===== src/hdl/fprc_pkg.sv =====
// Failed-page registry package: sizes, command codes, the key builder and
// the controller/datapath link types. No dependencies.

package fprc_pkg;

  localparam int SLOT_COUNT = 16;
  localparam int PAGE_BITS  = 12;
  localparam int PAGE_SIZE  = 4096;

  localparam int OFF_W     = 51;
  localparam int LEN_W     = 13;
  localparam int KEY_W     = 63;
  localparam int CNT_W     = $clog2(SLOT_COUNT + 1);
  localparam int ENTRIES_W = 5;
  localparam int TALLY_W   = 32;

  typedef logic [KEY_W-1:0]      key_t;
  typedef logic [SLOT_COUNT-1:0] slot_vec_t;

  typedef enum logic [1:0] {
    CMD_ADD    = 2'd0,
    CMD_DELETE = 2'd1,
    CMD_QUERY  = 2'd2,
    CMD_CLEAR  = 2'd3
  } cmd_e;

  typedef enum logic {
    ST_IDLE,
    ST_EXEC
  } fsm_state_e;

  // controller -> datapath
  typedef struct packed {
    logic capture;
    logic execute;
  } dp_cmd_t;

  // datapath -> controller
  typedef struct packed {
    logic rsp_free;
  } dp_sts_t;

  // Offset goes above the page bits; a short length fills the low bits.
  function automatic key_t make_key(input logic [OFF_W-1:0] off,
                                    input logic [LEN_W-1:0] len);
    key_t key;
    key = KEY_W'({off, {PAGE_BITS{1'b0}}});
    if (32'(len) < 32'(PAGE_SIZE)) begin
      key = key | KEY_W'(len);
    end
    return key;
  endfunction

endpackage


===== src/hdl/fprc_req_if.sv =====
// Request channel of the failed-page registry: valid/ready and one item.
// Depends on fprc_pkg.

interface fprc_req_if
  import fprc_pkg::*;
();
  logic                 valid;
  logic                 ready;
  cmd_e                 command;
  logic [OFF_W-1:0]     page_offset;
  logic [LEN_W-1:0]     page_length;

  modport source (output valid, command, page_offset, page_length, input ready);
  modport sink   (input valid, command, page_offset, page_length, output ready);
endinterface


===== src/hdl/fprc_rsp_if.sv =====
// Response channel of the failed-page registry: valid/ready and one result.
// Depends on fprc_pkg.

interface fprc_rsp_if
  import fprc_pkg::*;
();
  logic                 valid;
  logic                 ready;
  logic                 success;
  logic [ENTRIES_W-1:0] entries_held;
  logic [TALLY_W-1:0]   errors_seen;
  logic [TALLY_W-1:0]   fixes_seen;

  modport source (output valid, success, entries_held, errors_seen, fixes_seen,
                  input ready);
  modport sink   (input valid, success, entries_held, errors_seen, fixes_seen,
                  output ready);
endinterface


===== src/hdl/failed_page_registry_cam_top.sv =====
// Failed-page registry top level: joins controller and datapath to the
// request and response channels. Depends on fprc_pkg, fprc_req_if,
// fprc_rsp_if, fprc_ctrl and fprc_dp.
//
// Usage:
//   req_i carries one item per handshake: command (add, delete, query,
//   clear), page offset and page length. rsp_o returns exactly one result
//   per item: success flag, occupied slot count and the error and fix tallies.
//   An item is captured on acceptance and executed once the response register
//   is free: all 16 slots are compared against the key at once, the lowest
//   free slot is picked and the result is written to the response register.
//   The controller alternates capture and execute steps around the slot
//   compare, so no new item is accepted before the last one has executed.
//   When the receiver stalls, the result waits in the response register and
//   the block still accepts one more item; that item is held in its execute
//   step until the waiting result is taken.
//   Reset empties the set and zeroes both tallies at once; the block is
//   ready for an item as soon as reset is released.

module failed_page_registry_cam_top
  import fprc_pkg::*;
(
  input  logic       clk_i,
  input  logic       rst_ni,
  fprc_req_if.sink   req_i,
  fprc_rsp_if.source rsp_o
);

  dp_cmd_t dp_cmd;
  dp_sts_t dp_sts;

  fprc_ctrl u_ctrl (
    .clk_i       (clk_i),
    .rst_ni      (rst_ni),
    .req_valid_i (req_i.valid),
    .req_ready_o (req_i.ready),
    .sts_i       (dp_sts),
    .cmd_o       (dp_cmd)
  );

  fprc_dp u_dp (
    .clk_i          (clk_i),
    .rst_ni         (rst_ni),
    .cmd_i          (dp_cmd),
    .sts_o          (dp_sts),
    .command_i      (req_i.command),
    .page_offset_i  (req_i.page_offset),
    .page_length_i  (req_i.page_length),
    .rsp_ready_i    (rsp_o.ready),
    .rsp_valid_o    (rsp_o.valid),
    .success_o      (rsp_o.success),
    .entries_held_o (rsp_o.entries_held),
    .errors_seen_o  (rsp_o.errors_seen),
    .fixes_seen_o   (rsp_o.fixes_seen)
  );

  a_busy_after_accept : assert property (
    @(posedge clk_i) disable iff (!rst_ni)
    (req_i.valid && req_i.ready) |=> !req_i.ready
  ) else $error("request taken while an item is still in work");

  a_rsp_from_execute : assert property (
    @(posedge clk_i) disable iff (!rst_ni)
    $rose(rsp_o.valid) |-> $past(dp_cmd.execute)
  ) else $error("response raised without an execute step");

  a_no_overwrite : assert property (
    @(posedge clk_i) disable iff (!rst_ni)
    (rsp_o.valid && !rsp_o.ready) |-> !dp_cmd.execute
  ) else $error("execute overwrote a waiting response");

  a_count_bound : assert property (
    @(posedge clk_i) disable iff (!rst_ni)
    rsp_o.valid |-> (32'(rsp_o.entries_held) <= SLOT_COUNT)
  ) else $error("slot count beyond capacity");

endmodule


===== src/hdl/fprc_ctrl.sv =====
// Failed-page registry controller: two-state sequencer that captures an item
// and then executes it once the response register can take the result.
// Depends on fprc_pkg.

module fprc_ctrl
  import fprc_pkg::*;
(
  input  logic    clk_i,
  input  logic    rst_ni,
  input  logic    req_valid_i,
  output logic    req_ready_o,
  input  dp_sts_t sts_i,
  output dp_cmd_t cmd_o
);

  fsm_state_e state_q, state_d;

  always_ff @(posedge clk_i or negedge rst_ni) begin
    if (!rst_ni) begin
      state_q <= ST_IDLE;
    end else begin
      state_q <= state_d;
    end
  end

  always_comb begin
    state_d = state_q;
    case (state_q)
      ST_IDLE: begin
        if (req_valid_i) begin
          state_d = ST_EXEC;
        end
      end
      ST_EXEC: begin
        if (sts_i.rsp_free) begin
          state_d = ST_IDLE;
        end
      end
      default: state_d = ST_IDLE;
    endcase
  end

  always_comb begin
    req_ready_o   = 1'b0;
    cmd_o.capture = 1'b0;
    cmd_o.execute = 1'b0;
    case (state_q)
      ST_IDLE: begin
        // take nothing while reset is held
        req_ready_o   = rst_ni;
        cmd_o.capture = req_valid_i && rst_ni;
      end
      ST_EXEC: begin
        // hold the item until the previous result has gone
        cmd_o.execute = sts_i.rsp_free;
      end
      default: ;
    endcase
  end

endmodule


===== src/hdl/fprc_dp.sv =====
// Failed-page registry datapath: item register, key slots with valid bits,
// parallel match, lowest-free-slot pick, tallies and the response register.
// Depends on fprc_pkg.

module fprc_dp
  import fprc_pkg::*;
(
  input  logic                 clk_i,
  input  logic                 rst_ni,
  input  dp_cmd_t              cmd_i,
  output dp_sts_t              sts_o,
  input  cmd_e                 command_i,
  input  logic [OFF_W-1:0]     page_offset_i,
  input  logic [LEN_W-1:0]     page_length_i,
  input  logic                 rsp_ready_i,
  output logic                 rsp_valid_o,
  output logic                 success_o,
  output logic [ENTRIES_W-1:0] entries_held_o,
  output logic [TALLY_W-1:0]   errors_seen_o,
  output logic [TALLY_W-1:0]   fixes_seen_o
);

  cmd_e                 op_q;
  key_t                 key_q;
  key_t                 slot_key_q [SLOT_COUNT];
  slot_vec_t            used_q, used_d;
  logic [CNT_W-1:0]     count_q, count_d;
  logic [TALLY_W-1:0]   err_q, err_d;
  logic [TALLY_W-1:0]   fix_q, fix_d;
  slot_vec_t            hit_vec, free_oh, slot_we;
  logic                 hit_any, free_any, success_d;
  logic                 rsp_valid_q;
  logic                 success_q;
  logic [ENTRIES_W-1:0] entries_q;
  logic [TALLY_W-1:0]   err_out_q, fix_out_q;

  always_ff @(posedge clk_i) begin
    if (cmd_i.capture) begin
      op_q  <= command_i;
      key_q <= make_key(page_offset_i, page_length_i);
    end
  end

  always_comb begin
    for (int i = 0; i < SLOT_COUNT; i++) begin
      hit_vec[i] = used_q[i] && (slot_key_q[i] == key_q);
    end
    // isolate the lowest clear bit
    free_oh  = ~used_q & (used_q + SLOT_COUNT'(1));
    hit_any  = |hit_vec;
    free_any = |free_oh;
  end

  always_comb begin
    used_d    = used_q;
    count_d   = count_q;
    err_d     = err_q;
    fix_d     = fix_q;
    success_d = 1'b0;
    slot_we   = '0;
    if (cmd_i.execute) begin
      case (op_q)
        CMD_ADD: begin
          err_d = err_q + TALLY_W'(1);
          if (hit_any) begin
            success_d = 1'b1;
          end else if (free_any) begin
            slot_we   = free_oh;
            used_d    = used_q | free_oh;
            count_d   = count_q + CNT_W'(1);
            success_d = 1'b1;
          end
        end
        CMD_DELETE: begin
          if (hit_any) begin
            used_d    = used_q & ~hit_vec;
            count_d   = (count_q != '0) ? count_q - CNT_W'(1) : count_q;
            fix_d     = fix_q + TALLY_W'(1);
            success_d = 1'b1;
          end
        end
        CMD_QUERY: begin
          success_d = hit_any;
        end
        CMD_CLEAR: begin
          used_d    = '0;
          count_d   = '0;
          err_d     = '0;
          fix_d     = '0;
          success_d = 1'b1;
        end
        default: ;
      endcase
    end
  end

  always_ff @(posedge clk_i) begin
    for (int i = 0; i < SLOT_COUNT; i++) begin
      if (slot_we[i]) begin
        slot_key_q[i] <= key_q;
      end
    end
  end

  always_ff @(posedge clk_i or negedge rst_ni) begin
    if (!rst_ni) begin
      used_q  <= '0;
      count_q <= '0;
      err_q   <= '0;
      fix_q   <= '0;
    end else begin
      used_q  <= used_d;
      count_q <= count_d;
      err_q   <= err_d;
      fix_q   <= fix_d;
    end
  end

  always_ff @(posedge clk_i or negedge rst_ni) begin
    if (!rst_ni) begin
      rsp_valid_q <= 1'b0;
    end else if (cmd_i.execute) begin
      rsp_valid_q <= 1'b1;
    end else if (rsp_ready_i) begin
      rsp_valid_q <= 1'b0;
    end
  end

  always_ff @(posedge clk_i) begin
    if (cmd_i.execute) begin
      success_q <= success_d;
      entries_q <= ENTRIES_W'(count_d);
      err_out_q <= err_d;
      fix_out_q <= fix_d;
    end
  end

  assign sts_o.rsp_free = !rsp_valid_q || rsp_ready_i;
  assign rsp_valid_o    = rsp_valid_q;
  assign success_o      = success_q;
  assign entries_held_o = entries_q;
  assign errors_seen_o  = err_out_q;
  assign fixes_seen_o   = fix_out_q;

endmodule


===== src/flat_wrapper.sv =====
// flat-port wrapper written by rule: the top's interface ports become plain ports
module failed_page_registry_cam_top_flat import fprc_pkg::*;
  (clk_i, rst_ni, req_i_valid, req_i_command, req_i_page_offset, req_i_page_length, req_i_ready, rsp_o_valid, rsp_o_success, rsp_o_entries_held, rsp_o_errors_seen, rsp_o_fixes_seen, rsp_o_ready);
  fprc_req_if req_i_i ();
  fprc_rsp_if rsp_o_i ();
  input  logic clk_i;
  input  logic rst_ni;
  input wire logic [$bits(req_i_i.valid)-1:0] req_i_valid;
  input wire logic [$bits(req_i_i.command)-1:0] req_i_command;
  input wire logic [$bits(req_i_i.page_offset)-1:0] req_i_page_offset;
  input wire logic [$bits(req_i_i.page_length)-1:0] req_i_page_length;
  output wire logic [$bits(req_i_i.ready)-1:0] req_i_ready;
  output wire logic [$bits(rsp_o_i.valid)-1:0] rsp_o_valid;
  output wire logic [$bits(rsp_o_i.success)-1:0] rsp_o_success;
  output wire logic [$bits(rsp_o_i.entries_held)-1:0] rsp_o_entries_held;
  output wire logic [$bits(rsp_o_i.errors_seen)-1:0] rsp_o_errors_seen;
  output wire logic [$bits(rsp_o_i.fixes_seen)-1:0] rsp_o_fixes_seen;
  input wire logic [$bits(rsp_o_i.ready)-1:0] rsp_o_ready;
  assign req_i_i.valid = req_i_valid;
  assign req_i_i.command = req_i_command;
  assign req_i_i.page_offset = req_i_page_offset;
  assign req_i_i.page_length = req_i_page_length;
  assign req_i_ready = req_i_i.ready;
  assign rsp_o_valid = rsp_o_i.valid;
  assign rsp_o_success = rsp_o_i.success;
  assign rsp_o_entries_held = rsp_o_i.entries_held;
  assign rsp_o_errors_seen = rsp_o_i.errors_seen;
  assign rsp_o_fixes_seen = rsp_o_i.fixes_seen;
  assign rsp_o_i.ready = rsp_o_ready;
  failed_page_registry_cam_top u_core (.clk_i(clk_i), .rst_ni(rst_ni), .req_i(req_i_i), .rsp_o(rsp_o_i));
endmodule

===== config.mk =====
export PLATFORM = sky130hd
export DESIGN_NAME = failed_page_registry_cam_top_flat
export DESIGN_NICKNAME = d
export VERILOG_FILES = /design/src/hdl/fprc_pkg.sv /design/src/hdl/fprc_req_if.sv /design/src/hdl/fprc_rsp_if.sv /design/src/hdl/failed_page_registry_cam_top.sv /design/src/hdl/fprc_ctrl.sv /design/src/hdl/fprc_dp.sv /design/src/flat_wrapper.sv
export SDC_FILE = /design/constraint.sdc
export NUM_CORES = 2
export LEC_CHECK = 0
export ABC_AREA = 1
export BUFFER_PORTS_ARGS = -buffer_cell sky130_fd_sc_hd__clkbuf_2
export CELL_PAD_IN_SITES_DETAIL_PLACEMENT = 0
export CELL_PAD_IN_SITES_GLOBAL_PLACEMENT = 1
export CORE_UTILIZATION = 40
export DETAILED_ROUTE_END_ITERATION = 16
export PLACE_DENSITY = 0.75
export SYNTH_ARGS = -nofsm -noshare
export SYNTH_HDL_FRONTEND = slang
export SYNTH_SLANG_ARGS = --single-unit

===== constraint.sdc =====
create_clock -name clk_i -period 18.8 [get_ports clk_i]
set_input_delay 2.82 -clock clk_i [delete_from_list [all_inputs] [get_ports clk_i]]
set_output_delay 2.82 -clock clk_i [all_outputs]
set_load 0.005 [all_outputs]

==> impl_metrics.tcl <==
set metrics [dict create \
    top_usage_layer "met2" \
    via_per_inst 4.65 \
    min_to "u_core.u_dp.err_q[18]" \
    max_stage_delay_ns 0.43 \
    synth-async-reset-ratio_pct 7.07 \
    postRouteAntennaNets 0 \
    synth-simple-area-share_pct 17.9 \
    clk_path_buf_depth 3 \
    clock-root-buffer "clkbuf_16" \
    grt_antenna_before_repair 1 \
    track_usage_pct 17.6 \
    vias 35300 \
    yosys_register_bits 1230 \
    drive_gt1_share_pct 9.05 \
    start_util_pct 40.5 \
    die_x_um 381 \
    fin_ws_ns 12.33 \
    synth_mux_area_share_pct 0 \
    syn_nets 5469 \
    io_buffers 141 \
    synth-edff-count 1143 \
    fillers 13100 \
    synth_xor_area_share_pct 10.2 \
    r2r_cells 19 \
    first_pass_iters 6 \
    cts_tree "built" \
    place_worst_setup_slack_ns 12.29 \
    grt-ovfl-total 0 \
    worst_slew_pin_slew_ns 1.13 \
    ys_types 47 \
    hpwl_um 78500 \
    finalSetupTns_ns 0 \
    critPathCaptureType "output port" \
    pin_count 142 \
    synth_area_um2 57400 \
    cp_max_fo 37 \
    cap_violations 0 \
    worstReg2RegEnd "u_core.u_dp.slot_key_q[0][176]" \
    synth_compound_area_share_pct 1.38 \
    fmax_mhz 154 \
    drc 0 \
    clk_pin_slew_worst_paths_ns 0.06 \
    htreeDepth 4 \
    grt_pass1_wl_um 197000 \
    grt_use_met3_pct 2.66 \
    fin_skew_ns 0.0319 \
    drtIter0Drc 2298 \
    regToRegSetupSlack_ns 13.54 \
    powerDensity_nw_per_um2 102 \
    design.core.area_um2 142000 \
    ys.flop_type "edfxtp_1" \
    timing.rr.start "u_core.u_dp.key_q[39]" \
    rsz0062_at_grt "false" \
    numCtsBuffers 138 \
    crit_type "primary input to output port" \
    post_cts_buffers 0 \
    nets 5672 \
    synth_area_per_cell_um2 10.7 \
    postSynthCellCount 5391 \
    grt_pass1_vias 33700 \
    period_share_pct 34.4 \
    min_period_ns 6.47 \
    insertedDiodeCount 0 \
    hold_viol 0 \
    setup_viol 0 \
    ctsHoldBuffers 0 \
    holdCritPathClass "register to register" \
    die_h_um 381 \
    cts.sinks 1230 \
    die_area_um2 145000 \
    synth_top_family_by_area "simple AND/OR/NAND/NOR gates" \
    routabilityCongestion 0.894 \
    grt.met2_usage_pct 28.8 \
    hp-start "u_core.u_dp.err_q[18]" \
    p_leak_uw 0.0257 \
    status "finished, final reports clean" \
    cts.repair.resized 0 \
    yosys.area_share.adder_pct 0.174 \
    global_route.usage.met1_pct 24.0 \
    ir_drop_v 0.0000915 \
    path_cells "buf_4, inv_1, nor2_1, clkbuf_2" \
    yosys_warnings 0 \
    worst_setup_path_start_kind "primary input" \
    clk_latency_ns 0.76 \
    grt_max_degree 64 \
    wl_per_cell_um 16.8 \
    rows 138 \
    critPathRequiredTime_ns 15.98 \
    seq_area_frac_synth_pct 63.6 \
    area_growth_pct 11.3 \
    wirelength_um 128000 \
    arrival_ns 3.65 \
    max-slew-margin-rel_pct 24.5 \
    slew_violations 0 \
    critPathSlowestCell "buf_4" \
    min_path_cells 1 \
]
layer usage:
| metal | wire, um | vias up |
|---|---|---|
| li1 | - | 17600 |
| met1 | 59400 | 16900 |
| met2 | 60400 | 617 |
| met3 | 4960 | 191 |
| met4 | 3210 | 0 |
| met5 | 0 | - |
metrics by stage:
stage	area (um^2)	utilization (%)	total power [uW]	instances	hold WS, ns
floorplan	57400	-	3760	5391	0.468
global placement	59500	41.9	3960	7344	0.508
detailed placement	59500	41.9	3970	7344	0.515
CTS	63900	45.1	6620	7594	0.536
global route	63900	45.1	6810	7594	0.581
finish	63900	45.1	6530	7594	0.546
state kept, by name, summed over array words and instances (netlist names), 16 cells and up:
| signal | cells |
|---|---|
| u_core.u_dp.key_q | 63 |
| u_core.u_dp.fix_q | 32 |
| u_core.u_dp.err_q | 32 |
| u_core.u_dp.used_q | 16 |
| u_core.u_dp.fixes_seen_o | 32 |
| u_core.u_dp.slot_key_q | 1008 |
| u_core.u_dp.errors_seen_o | 32 |
cell usage in the layout, fill, tap and decap left out, types with 87 or more instances in the layout:
cell | netlist | layout
buf_4 | 26 | 91
clkbuf_16 | 0 | 141
clkbuf_2 | 0 | 140
dfrtp_1 | 87 | 87
edfxtp_1 | 1143 | 1143
inv_1 | 534 | 534
nand2_1 | 1631 | 1631
nand3_1 | 94 | 94
nor2_1 | 751 | 743
xor2_1 | 606 | 606
worst max-delay path by stage:
stage	start	to	slack, ns
CTS	rst_ni	req_i_ready	12.28
finish	rst_ni	req_i_ready	12.33
global route	rst_ni	req_i_ready	12.16
detailed placement	rst_ni	req_i_ready	12.29
floorplan	rsp_o_ready	u_core.u_dp.slot_key_q[1][378]	8.23
global placement	rst_ni	req_i_ready	12.27
final cells by class:
class	count	area, um^2	share of cell area, %
well taps	1890	2360	3.70
clock buffers	185	3780	5.92
repair buffers	231	1380	2.16
multi-input cells	3430	17200	26.8
inverters	563	2120	3.32
clock inverters	65	626	0.978
flip-flops and latches	1230	36500	57.1
power by group:
part	switching, uW	internal, uW
Combinational	472	206
Clock	1080	1550
Sequential	66.0	3160
critical path, delay by kind of cell:
| kind | cells | cell delay, ns |
|---|---|---|
| buffers and inverters | 3 | 0.69 |
| and+or+nand+nor | 1 | 0.12 |
synth_stat cells, types with 21 or more instances:
cell	number	share of area (%)
inv_2	25	0.16
xnor2_1	64	0.98
buf_6	88	1.7
nand2_1	1631	11
dfrtp_1	87	3.8
clkbuf_1	21	0.14
o21ai_0	68	0.59
inv_1	534	3.5
nand4_1	34	0.37
xor2_1	606	9.2
nand3_1	94	0.82
nor3_1	40	0.35
edfxtp_1	1143	60
buf_4	26	0.34
a21oi_1	33	0.29
nor2_1	751	4.9
cells by family after synthesis:
family | Yosys count
adders and majority gates | 8
AOI/OAI and AO/OA | 143
and+or+nand+nor | 2609
DFF | 1230
buffers and inverters | 731
xor gates and xnor gates | 670
Power figures use the tool's default switching activity.
